### src/rtl/cpg_pkg.sv
package cpg_pkg;

    // CORDIC working format: angles in 2^-32 turn, magnitudes scaled by 2^30
    localparam int CordicSteps = 18;
    localparam int StepWidth   = 5;
    localparam int CordicWidth = 34;
    localparam int AngleWidth  = 32;
    localparam int PhaseWidth  = 16;
    localparam int TrigWidth   = 17;
    localparam int SegWidth    = 7;
    localparam int IndexWidth  = 6;

    localparam logic signed [CordicWidth-1:0] GainInv = 34'sd652032874;
    localparam logic [31:0] PiQ30 = 32'd3373259426;

    typedef logic signed [CordicWidth-1:0] cordic_t;
    typedef logic signed [AngleWidth-1:0]  angle_t;
    typedef logic signed [TrigWidth-1:0]   trig_t;

    // arctangent of 2^-k, in 2^-32 turn
    function automatic angle_t atan_lookup(input logic [StepWidth-1:0] k);
        angle_t a;
        case (k)
            5'd0:  a = 32'sd536870912;
            5'd1:  a = 32'sd316933406;
            5'd2:  a = 32'sd167458907;
            5'd3:  a = 32'sd85004756;
            5'd4:  a = 32'sd42667331;
            5'd5:  a = 32'sd21354465;
            5'd6:  a = 32'sd10679838;
            5'd7:  a = 32'sd5340245;
            5'd8:  a = 32'sd2670163;
            5'd9:  a = 32'sd1335087;
            5'd10: a = 32'sd667544;
            5'd11: a = 32'sd333772;
            5'd12: a = 32'sd166886;
            5'd13: a = 32'sd83443;
            5'd14: a = 32'sd41722;
            5'd15: a = 32'sd20861;
            5'd16: a = 32'sd10430;
            5'd17: a = 32'sd5215;
            default: a = '0;
        endcase
        return a;
    endfunction

    // round a 2^30 value to 2^15, ties up, clamp to +-32768
    function automatic trig_t to_q15(input cordic_t v);
        logic signed [CordicWidth:0] r;
        r = ($signed({v[CordicWidth-1], v}) + (35'sd1 <<< 14)) >>> 15;
        if (r > 35'sd32768)
            return 17'sd32768;
        if (r < -35'sd32768)
            return -17'sd32768;
        return r[TrigWidth-1:0];
    endfunction

endpackage

### src/rtl/cpg_if.sv
interface cpg_if #(parameter int PW = 8);
    logic          valid;
    logic          ready;
    logic [PW-1:0] data;
    modport source (output valid, output data, input ready);
    modport sink   (input valid, input data, output ready);
endinterface

### src/rtl/cpg_cordic.sv
// Shared CORDIC rotator: one micro-rotation per cycle, quadrant fold at the end.
module cpg_cordic
    import cpg_pkg::*;
(
    input  logic                  clk,
    input  logic                  rst_n,
    input  logic                  start,
    input  logic [PhaseWidth-1:0] phase,
    output logic                  done,
    output trig_t                 cos_out,
    output trig_t                 sin_out
);

    cordic_t x_reg, y_reg;
    angle_t  z_reg;
    logic [1:0] quad_reg;
    logic [StepWidth-1:0] k_reg;
    logic busy_reg, done_reg;
    trig_t c_q, s_q;

    // one rotation step
    always_ff @(posedge clk)
    begin
        if (start)
        begin
            x_reg    <= GainInv;
            y_reg    <= '0;
            z_reg    <= $signed({2'b00, phase[PhaseWidth-3:0], 16'd0});
            quad_reg <= phase[PhaseWidth-1:PhaseWidth-2];
        end
        else if (busy_reg)
        begin
            if (!z_reg[AngleWidth-1])
            begin
                x_reg <= x_reg - (y_reg >>> k_reg);
                y_reg <= y_reg + (x_reg >>> k_reg);
                z_reg <= z_reg - atan_lookup(k_reg);
            end
            else
            begin
                x_reg <= x_reg + (y_reg >>> k_reg);
                y_reg <= y_reg - (x_reg >>> k_reg);
                z_reg <= z_reg + atan_lookup(k_reg);
            end
        end
    end

    // step counter
    always_ff @(posedge clk or negedge rst_n)
    begin
        if (!rst_n)
        begin
            busy_reg <= 1'b0;
            done_reg <= 1'b0;
            k_reg    <= '0;
        end
        else
        begin
            done_reg <= 1'b0;
            if (start)
            begin
                busy_reg <= 1'b1;
                k_reg    <= '0;
            end
            else if (busy_reg)
            begin
                k_reg <= k_reg + 1'b1;
                if (k_reg == StepWidth'(CordicSteps - 1))
                begin
                    busy_reg <= 1'b0;
                    done_reg <= 1'b1;
                end
            end
        end
    end

    // quadrant fold
    always_comb
    begin
        c_q = to_q15(x_reg);
        s_q = to_q15(y_reg);
        case (quad_reg)
            2'd0:    begin cos_out = c_q;  sin_out = s_q;  end
            2'd1:    begin cos_out = -s_q; sin_out = c_q;  end
            2'd2:    begin cos_out = -c_q; sin_out = -s_q; end
            default: begin cos_out = s_q;  sin_out = -c_q; end
        endcase
    end

    assign done = done_reg;

`ifndef SYNTHESIS
    a_done_pulse: assert property (@(posedge clk) disable iff (!rst_n)
        done_reg |=> !done_reg) else $error("cordic done held");
    a_done_after_busy: assert property (@(posedge clk) disable iff (!rst_n)
        done_reg |-> !busy_reg) else $error("cordic done while busy");
    a_step_range: assert property (@(posedge clk) disable iff (!rst_n)
        busy_reg |-> k_reg < StepWidth'(CordicSteps)) else $error("step overrun");
`endif

endmodule

### src/rtl/cpg_divider.sv
// Restoring divider: (i << 16) / n, one quotient bit per cycle.
module cpg_divider
    import cpg_pkg::*;
(
    input  logic                  clk,
    input  logic                  rst_n,
    input  logic                  start,
    input  logic [IndexWidth-1:0] index,
    input  logic [SegWidth-1:0]   divisor,
    output logic                  done,
    output logic [PhaseWidth-1:0] quotient
);

    localparam int NumWidth = IndexWidth + PhaseWidth;
    localparam int CntWidth = $clog2(NumWidth + 1);

    logic [NumWidth-1:0] num_reg;
    logic [SegWidth:0]   rem_reg;
    logic [CntWidth-1:0] cnt_reg;
    logic busy_reg, done_reg;
    logic [SegWidth:0] trial;
    logic [SegWidth:0] diff;

    assign trial = {rem_reg[SegWidth-1:0], num_reg[NumWidth-1]};
    assign diff  = trial - {1'b0, divisor};

    // shift-subtract datapath
    always_ff @(posedge clk)
    begin
        if (start)
        begin
            num_reg <= {index, {PhaseWidth{1'b0}}};
            rem_reg <= '0;
        end
        else if (busy_reg)
        begin
            if (!diff[SegWidth])
            begin
                rem_reg <= diff;
                num_reg <= {num_reg[NumWidth-2:0], 1'b1};
            end
            else
            begin
                rem_reg <= trial;
                num_reg <= {num_reg[NumWidth-2:0], 1'b0};
            end
        end
    end

    always_ff @(posedge clk or negedge rst_n)
    begin
        if (!rst_n)
        begin
            busy_reg <= 1'b0;
            done_reg <= 1'b0;
            cnt_reg  <= '0;
        end
        else
        begin
            done_reg <= 1'b0;
            if (start)
            begin
                busy_reg <= 1'b1;
                cnt_reg  <= '0;
            end
            else if (busy_reg)
            begin
                cnt_reg <= cnt_reg + 1'b1;
                if (cnt_reg == CntWidth'(NumWidth - 1))
                begin
                    busy_reg <= 1'b0;
                    done_reg <= 1'b1;
                end
            end
        end
    end

    assign done     = done_reg;
    assign quotient = num_reg[PhaseWidth-1:0];

`ifndef SYNTHESIS
    a_div_pulse: assert property (@(posedge clk) disable iff (!rst_n)
        done_reg |=> !done_reg) else $error("divider done held");
    a_div_idle: assert property (@(posedge clk) disable iff (!rst_n)
        done_reg |-> !busy_reg) else $error("divider done while busy");
    a_rem_bound: assert property (@(posedge clk) disable iff (!rst_n)
        busy_reg && !start && divisor != '0 |-> rem_reg < {1'b0, divisor})
        else $error("remainder out of range");
`endif

endmodule

### src/rtl/circle_polygon_generator.sv
// Per request: an automatic-count step when the segment count is zero, then a clamp
// step; per vertex: the bit-serial phase divide, the CORDIC rotation and the X and Y
// multiply states. Requests are handled one at a time: a new one is taken only after
// the last vertex word has left, and each vertex waits for the word before it to be taken.
// Zero radius is accepted and dropped in the same cycle, with no words.
// Reset (rst_n, async low) returns the sequencer to idle and drops out_valid.
module circle_polygon_generator
    import cpg_pkg::*;
#(
    parameter int MAX_SEGMENTS = 64,
    parameter int COORD_WIDTH  = 24
)
(
    input  logic clk,
    input  logic rst_n,
    cpg_if.sink   in_ch,
    cpg_if.source out_ch
);

    localparam int InWidth  = 3 * COORD_WIDTH - 1 + SegWidth;
    localparam int OutWidth = 2 * (COORD_WIDTH + 1) + IndexWidth + 1;
    localparam int ProdWidth = COORD_WIDTH + TrigWidth;
    localparam int AutoWidth = COORD_WIDTH + 32;

    // automatic count bounds on rad*PiQ30/2^38: below 15 gives under 3 segments,
    // 5*(MAX_SEGMENTS+1) and up gives more than MAX_SEGMENTS
    localparam logic [AutoWidth-1:0] AutoLow  = AutoWidth'(15);
    localparam logic [AutoWidth-1:0] AutoHigh = AutoWidth'(5 * (MAX_SEGMENTS + 1));

    localparam logic [2:0] S_IDLE  = 3'd0;
    localparam logic [2:0] S_AUTO  = 3'd1;
    localparam logic [2:0] S_DIV   = 3'd2;
    localparam logic [2:0] S_TRIG  = 3'd3;
    localparam logic [2:0] S_MULX  = 3'd4;
    localparam logic [2:0] S_MULY  = 3'd5;
    localparam logic [2:0] S_OUT   = 3'd6;
    localparam logic [2:0] S_CLAMP = 3'd7;

    logic [2:0] state_reg;
    logic signed [COORD_WIDTH-1:0] cx_reg, cy_reg;
    logic [COORD_WIDTH-2:0] rad_reg;
    logic [SegWidth-1:0] n_reg;
    logic [IndexWidth-1:0] idx_reg;
    trig_t cos_reg, sin_reg;
    logic signed [COORD_WIDTH:0] px_reg, py_reg;
    logic out_valid_reg;
    logic [COORD_WIDTH+31:0] auto_reg;

    logic [COORD_WIDTH-2:0] in_rad;
    logic [SegWidth-1:0] in_seg;
    logic div_start, div_done, cor_start, cor_done;
    logic [IndexWidth-1:0] div_index;
    logic [PhaseWidth-1:0] quot;
    trig_t cos_w, sin_w;
    trig_t mul_t;
    logic signed [ProdWidth-1:0] prod;
    logic signed [ProdWidth-1:0] scaled;
    logic is_last;
    logic [AutoWidth-1:0] auto_sh;
    logic [17:0] auto_div;

    assign in_rad = in_ch.data[SegWidth +: COORD_WIDTH-1];
    assign in_seg = in_ch.data[SegWidth-1:0];

    // next vertex index is loaded into the divider as the current one leaves
    assign div_index = (state_reg == S_OUT) ? idx_reg + 1'b1 : idx_reg;

    cpg_divider u_div (
        .clk(clk), .rst_n(rst_n), .start(div_start), .index(div_index),
        .divisor(n_reg), .done(div_done), .quotient(quot)
    );

    cpg_cordic u_cordic (
        .clk(clk), .rst_n(rst_n), .start(cor_start), .phase(quot),
        .done(cor_done), .cos_out(cos_w), .sin_out(sin_w)
    );

    // shared radius multiplier with round-half-up
    assign mul_t  = (state_reg == S_MULX) ? cos_reg : sin_reg;
    assign prod   = $signed({1'b0, rad_reg}) * mul_t;
    assign scaled = (prod + (ProdWidth'(1) <<< 14)) >>> 15;
    assign is_last = ({1'b0, idx_reg} + 1'b1) == n_reg;

    // automatic count: divide by 2560*2^29 = 5 * 2^38, the /5 as *205 >> 10
    // (exact below 1024)
    assign auto_sh  = auto_reg >> 38;
    assign auto_div = {9'd0, auto_sh[8:0]} * 18'd205;

    assign div_start = (state_reg == S_CLAMP) || (state_reg == S_OUT && !out_valid_reg
                        && !is_last);
    assign cor_start = (state_reg == S_DIV) && div_done;

    assign in_ch.ready  = (state_reg == S_IDLE);
    assign out_ch.valid = out_valid_reg;
    assign out_ch.data  = {px_reg, py_reg, idx_reg, is_last};

    // sequencer
    always_ff @(posedge clk or negedge rst_n)
    begin
        if (!rst_n)
        begin
            state_reg     <= S_IDLE;
            out_valid_reg <= 1'b0;
            idx_reg       <= '0;
        end
        else
        begin
            case (state_reg)
                S_IDLE:
                begin
                    idx_reg <= '0;
                    if (in_ch.valid && in_rad != '0)
                        state_reg <= (in_seg == '0) ? S_AUTO : S_CLAMP;
                end
                S_AUTO:  state_reg <= S_CLAMP;
                S_CLAMP: state_reg <= S_DIV;
                S_DIV:   if (div_done) state_reg <= S_TRIG;
                S_TRIG:  if (cor_done) state_reg <= S_MULX;
                S_MULX:  state_reg <= S_MULY;
                S_MULY:
                begin
                    state_reg     <= S_OUT;
                    out_valid_reg <= 1'b1;
                end
                S_OUT:
                begin
                    if (out_valid_reg && out_ch.ready)
                        out_valid_reg <= 1'b0;
                    else if (!out_valid_reg)
                    begin
                        if (is_last)
                            state_reg <= S_IDLE;
                        else
                        begin
                            idx_reg   <= idx_reg + 1'b1;
                            state_reg <= S_DIV;
                        end
                    end
                end
                default: state_reg <= S_IDLE;
            endcase
        end
    end

    // request and vertex datapath
    always_ff @(posedge clk)
    begin
        case (state_reg)
            S_IDLE:
            begin
                cx_reg  <= in_ch.data[InWidth-1 -: COORD_WIDTH];
                cy_reg  <= in_ch.data[InWidth-1-COORD_WIDTH -: COORD_WIDTH];
                rad_reg <= in_rad;
                n_reg   <= in_seg;
            end
            S_AUTO:
            begin
                auto_reg <= (COORD_WIDTH+32)'(rad_reg) * PiQ30;
            end
            S_CLAMP:
            begin
                if (n_reg == '0)
                begin
                    if (auto_sh < AutoLow)
                        n_reg <= SegWidth'(3);
                    else if (auto_sh >= AutoHigh)
                        n_reg <= SegWidth'(MAX_SEGMENTS);
                    else
                        n_reg <= auto_div[16:10];
                end
                else if (n_reg > SegWidth'(MAX_SEGMENTS))
                    n_reg <= SegWidth'(MAX_SEGMENTS);
            end
            S_TRIG:
            begin
                if (cor_done)
                begin
                    cos_reg <= cos_w;
                    sin_reg <= sin_w;
                end
            end
            S_MULX:
            begin
                px_reg <= $signed({cx_reg[COORD_WIDTH-1], cx_reg})
                          + scaled[COORD_WIDTH:0];
            end
            S_MULY:
            begin
                py_reg <= $signed({cy_reg[COORD_WIDTH-1], cy_reg})
                          + scaled[COORD_WIDTH:0];
            end
            default: ;
        endcase
    end

`ifndef SYNTHESIS
    a_no_accept_busy: assert property (@(posedge clk) disable iff (!rst_n)
        state_reg != S_IDLE |-> !in_ch.ready) else $error("ready while busy");
    a_valid_in_out: assert property (@(posedge clk) disable iff (!rst_n)
        out_valid_reg |-> state_reg == S_OUT) else $error("valid outside output");
    a_count_ok: assert property (@(posedge clk) disable iff (!rst_n)
        state_reg == S_DIV |-> n_reg != '0 && n_reg <= SegWidth'(MAX_SEGMENTS))
        else $error("segment count out of range");
`endif

endmodule

### src/flat_wrapper.sv
// flat-port wrapper written by rule: the top's interface ports become plain ports
module circle_polygon_generator_flat import cpg_pkg::*;
#(
    parameter int MAX_SEGMENTS = 64,
    parameter int COORD_WIDTH  = 24
)
  (clk, rst_n, in_ch_valid, in_ch_data, in_ch_ready, out_ch_valid, out_ch_data, out_ch_ready);
  cpg_if #(.PW((3 * (24) + SegWidth - 1))) in_ch_i ();
  cpg_if #(.PW((2 * ((24) + 1) + IndexWidth + 1))) out_ch_i ();
  input  logic clk;
  input  logic rst_n;
  input wire logic [$bits(in_ch_i.valid)-1:0] in_ch_valid;
  input wire logic [$bits(in_ch_i.data)-1:0] in_ch_data;
  output wire logic [$bits(in_ch_i.ready)-1:0] in_ch_ready;
  output wire logic [$bits(out_ch_i.valid)-1:0] out_ch_valid;
  output wire logic [$bits(out_ch_i.data)-1:0] out_ch_data;
  input wire logic [$bits(out_ch_i.ready)-1:0] out_ch_ready;
  assign in_ch_i.valid = in_ch_valid;
  assign in_ch_i.data = in_ch_data;
  assign in_ch_ready = in_ch_i.ready;
  assign out_ch_valid = out_ch_i.valid;
  assign out_ch_data = out_ch_i.data;
  assign out_ch_i.ready = out_ch_ready;
  circle_polygon_generator #(.MAX_SEGMENTS(MAX_SEGMENTS), .COORD_WIDTH(COORD_WIDTH)) u_core (.clk(clk), .rst_n(rst_n), .in_ch(in_ch_i), .out_ch(out_ch_i));
endmodule
### config.mk
export PLATFORM = sky130hd
export DESIGN_NAME = circle_polygon_generator_flat
export DESIGN_NICKNAME = d
export VERILOG_FILES = /design/src/rtl/cpg_pkg.sv /design/src/rtl/cpg_if.sv /design/src/rtl/cpg_cordic.sv /design/src/rtl/cpg_divider.sv /design/src/rtl/circle_polygon_generator.sv /design/src/flat_wrapper.sv
export SDC_FILE = /design/constraint.sdc
export NUM_CORES = 2
export LEC_CHECK = 0
export BUFFER_PORTS_ARGS = -buffer_cell sky130_fd_sc_hd__buf_2
export CORE_ASPECT_RATIO = 0.5
export CORE_UTILIZATION = 38
export CTS_CLUSTER_SIZE = 25
export DETAILED_ROUTE_END_ITERATION = 7
export GPL_TIMING_DRIVEN = 0
export PLACE_DENSITY = 0.59
export SLEW_MARGIN = 20
export SYNTH_ARGS = -nofsm -noshare
export SYNTH_HDL_FRONTEND = slang
export SYNTH_HIERARCHICAL = 1
export SYNTH_SLANG_ARGS = --single-unit
### constraint.sdc
create_clock -name clk -period 18.3 [get_ports clk]
set_input_delay 0.915 -clock clk [delete_from_list [all_inputs] [get_ports clk]]
set_output_delay 0.915 -clock clk [all_outputs]
set_load 0.01 [all_outputs]
==> results_dict.tcl <==
set metrics [dict create \
    worst_slew_pin_slew_ns 1.275 \
    core_sq_um 138000 \
    cp-end-kind "flip-flop" \
    path_max_fanout 10 \
    worst_path_largest_cell_delay_ns 0.72 \
    antenna_found_initial 4 \
    p_total_w 0.001610 \
    cts_buffer_depth 3 \
    cap_violations 0 \
    drive_above_1_share 0.08339 \
    synth_edf_count 201 \
    ant_nets 0 \
    synth_ff_type "edfxtp_1" \
    cts_root_buf "clkbuf_16" \
    dp_slack_ns 6.494 \
    dp_hpwl_microns 142300 \
    gp_congestion 1.051 \
    track_usage 0.2470 \
    htreeDepth 2 \
    drc_errors 3 \
    clk_pin_slew_worst_paths_ns 0.06 \
    ios 141 \
    final_cell_mix "inv_1 (814), ha_1 (627), fa_1 (575)" \
    clock_latency_ns 0.61 \
    synth_cell_types 110 \
    peakVddDrop_mv 0.05138 \
    syn_inst 5756 \
    post-route-period-util 0.6541 \
    setup_tns_ns 0 \
    final_util 0.4185 \
    synth_fp_nets 7040 \
    cts_hold_buffers 0 \
    placementRows 96 \
    routed_via_density 5.569 \
    fin_nets 7238 \
    yosysWarnings 6 \
    drt-total-wl_microns 176500 \
    power_density_nw_per_um2 27.87 \
    post-cts-setup-buffer-count 0 \
    clock.fmax_ghz 0.08354 \
    finalMaxSlewViolations 0 \
    finClkSkew_ns 0.04292 \
    drt_first_iter_violations 3790 \
    grt.overflow.total 0 \
    layout_setup_ws_ns 6.329 \
    crit_slowest_cell "mux2i_1" \
    hp-class "input port to async pin" \
    cp-start-kind "flip-flop" \
    vias 43710 \
    yosysSeqAreaShare 0.1656 \
    synth-async-reset-ratio 0.07186 \
    dieArea_sq_um 141700 \
    syn_area_per_cell_sq_um 9.250 \
    die_w_microns 531.4 \
    worstSetupPathType "flip-flop to flip-flop" \
    synth_seq_cells 334 \
    post_drt_wl_per_cell_microns 22.48 \
    cts_tree "yes" \
    final_common_cell "inv_1" \
    first_pass_iters 8 \
    violations "DRC" \
    synth_area_sq_um 53240 \
    crit_required_ns 18.63 \
    grt_max_degree 35 \
    cts_resized 0 \
    grt_pass1_vias 43320 \
    start_util 0.3858 \
    finalCriticalPeriod_ns 11.97 \
    cts.sinks 334 \
    final_area_sq_um 57760 \
    cpMostUsedCell "fa_1" \
    setup_viol 0 \
    syn_to_final_growth_pct 8.491 \
    port_buffers 140 \
    hold_violations 0 \
    outcome "complete, but fails checks" \
    arrival_ns 12.30 \
    relSlewSlack 0.1499 \
    floorplan.die.height_microns 266.7 \
    cts_buffers 40 \
    placed_area_sq_um 56490 \
    leakage_nw 26.90 \
    grt_setup_unrepaired "no" \
    grt_pass1_wl_microns 267700 \
]
-- critical path: cells and delay by family (launching register included) --
family / cells / cell delay [ns]
adders and majority gates: 8 / 3.42
AOI/OAI and AO/OA: 11 / 3.31
buffers and inverters: 7 / 1.85
and+or+nand+nor: 7 / 1.50
muxes: 1 / 0.72
xor gates and xnor gates: 2 / 0.50
DFF: 1 / 0.39
-- worst paths after layout --
kind,start,end,slack (ns),cells after the start
min in group clk,u_core/u_cordic/z_reg[13],u_core/u_cordic/z_reg[13],0.46,2
setup / recovery,u_core/state_reg[0],u_core/px_reg[23],6.33,36
max in group asynchronous,rst_n,u_core/u_cordic/k_reg[0],17.46,1
setup reg to reg,u_core/state_reg[0],u_core/px_reg[23],6.33,36
hold reg to reg,u_core/u_cordic/z_reg[13],u_core/u_cordic/z_reg[13],0.46,2
hold / removal,rst_n,u_core/u_cordic/k_reg[4],0.37,1
-- routing by layer --
metal / vias to the layer above / GRT usage / share of wire
met5: - / 0 / 0
met4: 0 / 0.09503 / 0.041
met3: 342 / 0.04804 / 0.081
met2: 1682 / 0.3930 / 0.44
met1: 21670 / 0.3314 / 0.43
li1: 20020 / - / -
-- synthesized netlist by cell type, types with 44 or more instances --
library cell	n	area, sq um
fa_1	575	11510
inv_1	814	3055
nor3_1	65	325.3
xnor2_1	195	1708
and3_1	46	287.8
xor2_1	127	1112
mux2i_1	108	1081
a21oi_1	283	1416
a31oi_1	44	275.3
ha_1	627	7845
clkbuf_1	194	728.2
nand2b_1	44	275.3
edfxtp_1	201	6036
nand2_1	454	1704
mux2_2	53	596.8
nand4_1	49	306.5
mux4_2	98	2207
a21o_1	107	803.3
o21ai_0	208	1041
nor2_1	440	1652
dfxtp_1	109	2182
nor2b_1	64	400.4
nand3_1	75	375.4
and2_1	119	744.5
-- report_power, final --
| part | switching (W) | internal (W) |
|---|---|---|
| logic | 0.00000587 | 0.00000662 |
| registers | 0 | 0.000792 |
| clock network | 0.000352 | 0.000454 |
-- cell type report --
cell class                 count  area, sq um
antenna                        3        7.507
timing repair buffer         156        868.3
multi-input combinational   4326        40200
fill                       13710        80250
inverter                     826         3100
clock buffer                  50         1059
tap                         1862         2330
sequential                   334         8818
clock inverter                22        206.4
buffer                       270         1175
-- cell families after synthesis --
logic type,synth area share
adder cells (fa/ha/maj),0.3635
flip-flops,0.1656
buffers and inverters,0.08014
AND/OR/NAND/NOR,0.1351
multiplexers,0.07473
XOR/XNOR,0.05297
AO/OA/AOI/OAI,0.1279
-- stage by stage --
stage	instances	hold WS (ns)
2_1_floorplan	5756	0.4315
3_3_place_gp	7758	0.4429
3_5_place_dp	7774	0.4516
4_1_cts	7846	0.3865
5_1_grt	7849	0.4106
6_report	7849	0.3708
(Power assumes the default switching activity.)
